File: src/dpf_pkg.sv
// dpf_pkg: shared types and constants of the duplicate packet filter
// used by dpf_ring, dpf_ctrl and duplicate_packet_filter_top; no dependencies
`default_nettype none

package dpf_pkg;

    localparam int SRC_W    = 16;
    localparam int SEQ_W    = 32;
    localparam int STATUS_W = 2;
    localparam int COUNT_W  = 32;

    // result status codes
    localparam logic [STATUS_W-1:0] ST_NEW     = 2'd0;
    localparam logic [STATUS_W-1:0] ST_DUP     = 2'd1;
    localparam logic [STATUS_W-1:0] ST_INVALID = 2'd2;

    // one ring entry: source identifier and sequence number
    typedef struct packed {
        logic [SRC_W-1:0] src;
        logic [SEQ_W-1:0] seq;
    } t_entry;

    // memory port strobes from the sequencer to the ring
    typedef struct packed {
        logic rd_en;
        logic wr_en;
    } t_ring_ctl;

endpackage

`default_nettype wire

File: src/dpf_ring.sv
// dpf_ring: ring memory of recent (source, sequence) pairs with per-entry valid bits
// depends on dpf_pkg
`default_nettype none

module dpf_ring import dpf_pkg::*; #(
    parameter int DEPTH = 32,
    parameter int AW    = 5
) (
    input  wire logic          i_clk,
    input  wire logic          i_rst_n,
    input  wire t_ring_ctl     i_ctl,
    input  wire logic [AW-1:0] i_rd_addr,
    input  wire logic [AW-1:0] i_wr_addr,
    input  wire t_entry        i_wr_data,
    output t_entry             o_rd_data
);

    t_entry r_mem [DEPTH];
    logic   r_vld [DEPTH];
    t_entry r_rd_data;
    logic   r_rd_vld;

    // storage array, registered read
    always_ff @(posedge i_clk) begin
        if (i_ctl.wr_en) begin
            r_mem[i_wr_addr] <= i_wr_data;
        end
        if (i_ctl.rd_en) begin
            r_rd_data <= r_mem[i_rd_addr];
        end
    end

    // valid bits, cleared at reset so unwritten entries read as zero
    always_ff @(posedge i_clk) begin
        if (!i_rst_n) begin
            for (int k = 0; k < DEPTH; k++) begin
                r_vld[k] <= 1'b0;
            end
            r_rd_vld <= 1'b0;
        end else begin
            if (i_ctl.wr_en) begin
                r_vld[i_wr_addr] <= 1'b1;
            end
            if (i_ctl.rd_en) begin
                r_rd_vld <= r_vld[i_rd_addr];
            end
        end
    end

    assign o_rd_data = r_rd_vld ? r_rd_data : '0;

endmodule

`default_nettype wire

File: src/dpf_ctrl.sv
// dpf_ctrl: scan sequencer, write pointer, accepted counter and output register
// depends on dpf_pkg; drives the ports of dpf_ring
`default_nettype none

module dpf_ctrl import dpf_pkg::*; #(
    parameter int DEPTH = 32,
    parameter int AW    = 5,
    parameter int CW    = 6
) (
    input  wire logic                i_clk,
    input  wire logic                i_rst_n,
    input  wire logic                i_valid,
    output logic                     o_ready,
    input  wire logic [SRC_W-1:0]    i_source_id,
    input  wire logic [SEQ_W-1:0]    i_seq,
    input  wire logic                i_frame_valid,
    output logic                     o_valid,
    input  wire logic                i_ready,
    output logic [STATUS_W-1:0]      o_status,
    output logic [COUNT_W-1:0]       o_accepted_count,
    output t_ring_ctl                o_ctl,
    output logic [AW-1:0]            o_rd_addr,
    output logic [AW-1:0]            o_wr_addr,
    output t_entry                   o_wr_data,
    input  wire t_entry              i_rd_data
);

    localparam logic [1:0] S_IDLE   = 2'd0;
    localparam logic [1:0] S_SCAN   = 2'd1;
    localparam logic [1:0] S_COMMIT = 2'd2;

    logic [1:0]          r_state, n_state;
    logic [CW-1:0]       r_addr, n_addr;
    logic                r_cmp, n_cmp;
    logic                r_hit, n_hit;
    logic                r_fvalid, n_fvalid;
    t_entry              r_key, n_key;
    logic [AW-1:0]       r_ptr, n_ptr;
    logic [COUNT_W-1:0]  r_total, n_total;
    logic                r_out_valid, n_out_valid;
    logic [STATUS_W-1:0] r_out_status, n_out_status;
    logic [COUNT_W-1:0]  r_out_count, n_out_count;
    logic                out_free;
    logic                match;

    assign out_free = !r_out_valid || i_ready;
    assign match    = (i_rd_data == r_key);

    // sequencer: accept, scan every entry for a valid frame, then commit the result
    always_comb begin
        n_state      = r_state;
        n_addr       = r_addr;
        n_cmp        = 1'b0;
        n_hit        = r_hit;
        n_fvalid     = r_fvalid;
        n_key        = r_key;
        n_ptr        = r_ptr;
        n_total      = r_total;
        n_out_valid  = r_out_valid;
        n_out_status = r_out_status;
        n_out_count  = r_out_count;
        o_ctl        = '0;

        if (r_out_valid && i_ready) begin
            n_out_valid = 1'b0;
        end

        unique case (r_state)
            S_IDLE: begin
                if (i_valid) begin
                    n_key.src = i_source_id;
                    n_key.seq = i_seq;
                    n_fvalid  = i_frame_valid;
                    n_hit     = 1'b0;
                    n_addr    = '0;
                    n_state   = i_frame_valid ? S_SCAN : S_COMMIT;
                end
            end
            S_SCAN: begin
                if (r_addr != CW'(DEPTH)) begin
                    o_ctl.rd_en = 1'b1;
                    n_cmp       = 1'b1;
                    n_addr      = r_addr + 1'b1;
                end
                if (r_cmp && match) begin
                    n_hit = 1'b1;
                end
                if (r_addr == CW'(DEPTH) && !r_cmp) begin
                    n_state = S_COMMIT;
                end
            end
            S_COMMIT: begin
                if (out_free) begin
                    n_out_valid = 1'b1;
                    n_state     = S_IDLE;
                    if (!r_fvalid) begin
                        n_out_status = ST_INVALID;
                        n_out_count  = r_total;
                    end else if (r_hit) begin
                        n_out_status = ST_DUP;
                        n_out_count  = r_total;
                    end else begin
                        o_ctl.wr_en  = 1'b1;
                        n_ptr        = (r_ptr == AW'(DEPTH - 1)) ? '0 : r_ptr + 1'b1;
                        n_total      = r_total + 1'b1;
                        n_out_status = ST_NEW;
                        n_out_count  = r_total + 1'b1;
                    end
                end
            end
            default: begin
                n_state = S_IDLE;
            end
        endcase
    end

    // control state
    always_ff @(posedge i_clk) begin
        if (!i_rst_n) begin
            r_state     <= S_IDLE;
            r_addr      <= '0;
            r_cmp       <= 1'b0;
            r_hit       <= 1'b0;
            r_ptr       <= '0;
            r_total     <= '0;
            r_out_valid <= 1'b0;
        end else begin
            r_state     <= n_state;
            r_addr      <= n_addr;
            r_cmp       <= n_cmp;
            r_hit       <= n_hit;
            r_ptr       <= n_ptr;
            r_total     <= n_total;
            r_out_valid <= n_out_valid;
        end
    end

    // payload registers
    always_ff @(posedge i_clk) begin
        r_fvalid     <= n_fvalid;
        r_key        <= n_key;
        r_out_status <= n_out_status;
        r_out_count  <= n_out_count;
    end

    assign o_ready          = (r_state == S_IDLE);
    assign o_valid          = r_out_valid;
    assign o_status         = r_out_status;
    assign o_accepted_count = r_out_count;
    assign o_rd_addr        = r_addr[AW-1:0];
    assign o_wr_addr        = r_ptr;
    assign o_wr_data        = r_key;

`ifndef NO_ASSERTIONS
    a_accept_starts_work: assert property (@(posedge i_clk) disable iff (!i_rst_n)
        (i_valid && o_ready) |=> (r_state == S_SCAN || r_state == S_COMMIT))
        else $error("accepted item did not start a scan or commit");

    a_total_only_on_new: assert property (@(posedge i_clk) disable iff (!i_rst_n)
        (r_total != $past(r_total)) |-> (r_out_valid && r_out_status == ST_NEW))
        else $error("accepted counter moved without a new-packet result");

    a_addr_in_range: assert property (@(posedge i_clk) disable iff (!i_rst_n)
        r_addr <= CW'(DEPTH))
        else $error("scan address beyond ring depth");

    a_hit_from_scan: assert property (@(posedge i_clk) disable iff (!i_rst_n)
        $rose(r_hit) |-> $past(r_state) == S_SCAN)
        else $error("hit flag set outside a scan");
`endif

endmodule

`default_nettype wire

File: src/duplicate_packet_filter_top.sv
// duplicate_packet_filter_top: duplicate packet filter over a ring of recent pairs
// depends on dpf_pkg, dpf_ring and dpf_ctrl
//
// Input channel (i_valid / o_ready) carries one item per frame: source id,
// sequence number and the upstream frame check flag. Output channel
// (o_valid / i_ready) returns one item per input: status (new, duplicate,
// invalid) and the accepted-packet count after that frame.
// A valid frame is looked up by reading the ring memory one entry per cycle;
// an invalid frame skips the lookup. One item is worked on at a time; o_ready
// is high only while the sequencer is idle, so a new item is accepted only
// after the last one has committed its result.
// The result sits in an output register, so the next item is accepted while it
// waits; if the receiver stalls, a later item waits in its commit step and the
// ring and counter are not updated until the result can be loaded.
// Reset (synchronous, active low) clears the per-entry valid bits, so every
// ring entry reads as (0,0), and zeroes the write pointer and the counter.
// No clearing pass is needed; the block is ready in the cycle after reset.
`default_nettype none

module duplicate_packet_filter_top import dpf_pkg::*; #(
    parameter int CACHE_DEPTH = 32
) (
    input  wire logic                i_clk,
    input  wire logic                i_rst_n,
    input  wire logic                i_valid,
    output logic                     o_ready,
    input  wire logic [SRC_W-1:0]    i_source_id,
    input  wire logic [SEQ_W-1:0]    i_seq,
    input  wire logic                i_frame_valid,
    output logic                     o_valid,
    input  wire logic                i_ready,
    output logic [STATUS_W-1:0]      o_status,
    output logic [COUNT_W-1:0]       o_accepted_count
);

    localparam int AW = (CACHE_DEPTH > 1) ? $clog2(CACHE_DEPTH) : 1;
    localparam int CW = $clog2(CACHE_DEPTH + 1);

    t_ring_ctl     ring_ctl;
    logic [AW-1:0] rd_addr;
    logic [AW-1:0] wr_addr;
    t_entry        wr_data;
    t_entry        rd_data;

    // sequencer and result register
    dpf_ctrl #(
        .DEPTH (CACHE_DEPTH),
        .AW    (AW),
        .CW    (CW)
    ) u_ctrl (
        .i_clk            (i_clk),
        .i_rst_n          (i_rst_n),
        .i_valid          (i_valid),
        .o_ready          (o_ready),
        .i_source_id      (i_source_id),
        .i_seq            (i_seq),
        .i_frame_valid    (i_frame_valid),
        .o_valid          (o_valid),
        .i_ready          (i_ready),
        .o_status         (o_status),
        .o_accepted_count (o_accepted_count),
        .o_ctl            (ring_ctl),
        .o_rd_addr        (rd_addr),
        .o_wr_addr        (wr_addr),
        .o_wr_data        (wr_data),
        .i_rd_data        (rd_data)
    );

    // ring memory of recent pairs
    dpf_ring #(
        .DEPTH (CACHE_DEPTH),
        .AW    (AW)
    ) u_ring (
        .i_clk     (i_clk),
        .i_rst_n   (i_rst_n),
        .i_ctl     (ring_ctl),
        .i_rd_addr (rd_addr),
        .i_wr_addr (wr_addr),
        .i_wr_data (wr_data),
        .o_rd_data (rd_data)
    );

endmodule

`default_nettype wire
File: config.mk
export PLATFORM = sky130hd
export DESIGN_NAME = duplicate_packet_filter_top
export DESIGN_NICKNAME = d
export VERILOG_FILES = /design/src/dpf_pkg.sv /design/src/dpf_ring.sv /design/src/dpf_ctrl.sv /design/src/duplicate_packet_filter_top.sv
export SDC_FILE = /design/constraint.sdc
export NUM_CORES = 2
export LEC_CHECK = 0
export BUFFER_PORTS_ARGS = -buffer_cell sky130_fd_sc_hd__buf_2
export CAP_MARGIN = 5
export CORE_AREA = 2 2 346 348
export DETAILED_ROUTE_END_ITERATION = 10
export DIE_AREA = 0 0 348 350
export PLACE_DENSITY = 0.85
export SETUP_SLACK_MARGIN = 0.05
export SYNTH_ARGS = -nofsm -noshare
export SYNTH_HDL_FRONTEND = slang
export SYNTH_HIERARCHICAL = 1
export SYNTH_SLANG_ARGS = --single-unit
File: constraint.sdc
create_clock -name i_clk -period 9.1 [get_ports i_clk]
set_clock_uncertainty 0.05 [all_clocks]
set_input_delay 1.82 -clock i_clk [delete_from_list [all_inputs] [get_ports i_clk]]
set_output_delay 1.82 -clock i_clk [all_outputs]
set_load 0.02 [all_outputs]
==> key figures <==
Synthesis
  – Yosys cell types: 56
  – Cell area after synthesis: between 60000 and 70000 um^2
  – Syn_nets: between 3k and 4k
  – Syn avg cell area: around 23 um^2
  – Number of synthesized flops with an enable pin: between 1.5k and 2k
  – #FFs+latches synth: about 1.7k
  – Synth warn: 6
  – Cells after Synth: about 2.9k
  – Post-synthesis sequential area ratio: 0.771
  – Ys flop type: edfxtp_1
  – Asr flop ratio synth: 0

Timing
  – Period minus WS final: between 4000 and 5000 ps
  – Max-slew headroom: 0.218
  – Max-slew violation count: 0
  – Unrepaired setup endpoints after global routing: no
  – Setup TNS Final: 0 ps
  – Period Utilization, post-route: 0.547
  – Setup-failing EPs final: 0
  – Worst slew pin tran: about 1200 ps
  – Setup ws final: 4120 ps
  – Fmax: around 0.2 GHz
  – Fin. Hold Viols: 0

Pwr
  – Sequential power share: 0.539
  – Worst IR Drop VDD: between 200 and 250 uV
  – Comb pwr share: 0.032
  – Switching Fraction: 0.208
  – Net Switching: approximately 3.4 mW
  – PwrDens: between 200 and 250 nW/um^2
  – Share of total power in the clock network: 0.429
  – Internal cell power: around 13 mW
  – Leak: about 23 nW

Clocking
  – CTS Buf Count: 168
  – Number of H-tree levels: 4
  – Cts hold-fix bufs: 0
  – PostCTS Resize Cnt: 0
  – CTS tree: done
  – Num Clock Sinks: about 1.7k
  – CTS Root Cell: clkbuf_16
  – CTS max path bufs: 3
  – Skew-Pair Late Insertion Delay: about 800 ps
  – Post-CTS setup buffers: 0
  – Clk slew on worst S/H paths: around 60 ps

Worst setup path
  – Max FO, Critical Path: 30
  – CP max stage delay: 1000 ps
  – Crit path arrival time: around 5300 ps
  – Setup Crit Path Kind: primary input to register
  – CP max-delay cell: nor2_4
  – Crit path launch type: primary input
  – Critical Path, Cell by Cell: buf_2 -> nand2b_1 -> nand3_1 -> inv_1 -> nand3b_1 -> nor2_4 -> buf_4
  – Worst EP required: ~9500 ps
  – Crit end category: register

Place
  – Pre-CTS setup slack: about 3600 ps
  – Final HPWL DP: around 88000 um
  – Routability cong.: just over 0.8
  – Port Buf Inserts: about 90

Global routing
  – Pin count of the biggest net entering global routing: 144
  – Initial antenna violation count: 4
  – Total GRT Usage: 0.286
  – GR Overflow Total: 0
  – First-pass GRT wire length: about 240000 um
  – Vias in the first global route: 33.0k

Floorplanning
  – Die width: around 350 um
  – Die H: about 350 um
  – Core box area: roughly 120000 um^2
  – Die Area: 122000 um^2
  – Initial core utilization: 0.569
  – Site Rows: 126
  – # IOs: 89

Routing
  – DRC: 0
  – Vias/cell: between 6 and 7
  – Via count: around 34k
  – Routed WL: 172000 um
  – Post-DRT Antenna Nets: 0
  – DRT iter0 DRCs: 4899
  – Pre-Repair DR Iteration Count: 6
  – Per-cell routed wire length: 35.6 um

Worst hold path
  – Worst min path class: register to register

Finish
  – Commonest non-fill, non-tap cells in the layout: edfxtp_1, mux4_2, clkbuf_16
  – Most common cell after layout, fill and taps aside: edfxtp_1
  – Synth-to-Final Area Change: 12.4%
  – Share of layout cells above drive strength 1: 0.309
  – Nets: between 3k and 4k

Status
  – Status: finished, final reports clean

Flow run
  – Max-Cap Viols: 0
## worst paths after layout
| kind | endpoint | slack [ps] | cells after the start | from |
|---|---|---|---|---|
| max | u_ring/r_mem[30][34] | 4120 | 7 | i_ready |
| min | u_ring/r_vld[30] | 420 | 1 | u_ring/r_vld[30] |
| max reg2reg | u_ring/r_mem[30][34] | 4680 | 6 | u_ctrl/r_state[1] |
| min reg2reg | u_ring/r_vld[30] | 420 | 1 | u_ring/r_vld[30] |
## metrics by stage
stage | std cells | hold WS (ps) | utilization | area [um^2] | power [mW]
floorplan | 2943 | 390 | - | 67100 | 9.36
global placement | 4517 | 396 | 0.593 | 69800 | 9.54
detailed placement | 4517 | 402 | 0.593 | 69800 | 9.56
CTS | 4826 | 417 | 0.640 | 75300 | 16.6
global route | 4826 | 438 | 0.640 | 75300 | 16.9
finish | 4827 | 417 | 0.640 | 75300 | 16.5
## power groups by stage
stage	Combinational [mW]	Clock, mW	Sequential (mW)
2_1_floorplan	0.247	0	9.11
3_3_place_gp	0.488	0	9.05
3_5_place_dp	0.513	0	9.05
4_1_cts	0.527	7.15	8.88
5_1_grt	0.551	7.42	8.88
6_report	0.527	7.08	8.88
## synth_stat cells (2+ instances only)
cell	n	area, um^2
buf_2	37	185
nand4b_1	3	26.3
nor2_1	94	353
buf_1	8	30.0
a21oi_1	18	90.1
nand4_1	19	119
o31ai_1	2	15.0
inv_1	17	63.8
nand3_1	18	90.1
mux2i_1	17	170
and2_1	53	332
a31oi_1	2	12.5
buf_6	4	45.0
and3_1	6	37.5
or3_1	6	37.5
clkbuf_1	86	323
and4_1	7	61.3
or2_2	2	12.5
a22o_1	2	17.5
xor2_1	37	324
nor4_1	13	81.3
nor4b_1	2	17.5
or4_1	2	15.0
o21a_1	32	240
nand3b_1	7	52.6
nor3_1	12	60.1
nand2b_1	6	37.5
mux4_2	480	10800
o22ai_1	2	12.5
nor2b_1	5	31.3
dfxtp_1	81	1620
edfxtp_1	1667	50100
or3b_2	3	26.3
a22oi_1	3	22.5
o21ai_0	7	35.0
xnor2_1	68	596
buf_4	16	120
ha_1	5	62.6
nand2_1	29	109
mux2_2	49	552
## worst max-delay path: cells and delay by family
| kind | cells | cell delay (ps) |
|---|---|---|
| buffers and inverters | 3 | 1110 |
| AND/OR/NAND/NOR | 4 | 2320 |
## kinds of logic (layout without fill, tap and decap cells)
| logic type | after synthesis | count (layout) | synth area share |
|---|---|---|---|
| other | 0 | 1 | 0 |
| DFF | 1748 | 1748 | 0.771 |
| xor gates and xnor gates | 105 | 105 | 0.0137 |
| adders and majority gates | 5 | 5 | 0.000933 |
| AOI/OAI and AO/OA | 74 | 74 | 0.00737 |
| buffers and inverters | 169 | 516 | 0.0115 |
| muxes | 546 | 546 | 0.172 |
| and+or+nand+nor | 296 | 296 | 0.0238 |
## layer usage
layer  vias up  GRT usage  wire length, um
met2      2817      0.474            86200
met3       538     0.0564            17600
li1      12700          -                -
met4         4      0.155            10700
met1     17500      0.362            57200
met5         -          0               23
## cell type report
cell class / instances / area [um^2]
Tap cell: 1536 / 1920
Inverter: 17 / 63.8
Fill cell: 7007 / 42400
Clock buffer: 204 / 4490
Antenna cell: 1 / 2.50
Clock inverter: 105 / 1080
Sequential cell: 1748 / 51700
Timing Repair Buffer: 190 / 1240
Multi-Input combinational cell: 1026 / 14900
## sequential cells by signal, indices dropped and copies added (netlist names), 5 cells and up
register and count:
u_ctrl/r_total 32, u_ring/r_rd_data 48, u_ring/r_vld 32, u_ring/r_mem 1536
u_ctrl/o_wr_data 48, u_ctrl/r_addr 6, u_ctrl/o_wr_addr 5, u_ctrl/o_accepted_count 32
Note: power is estimated with default switching activity, not from simulation.
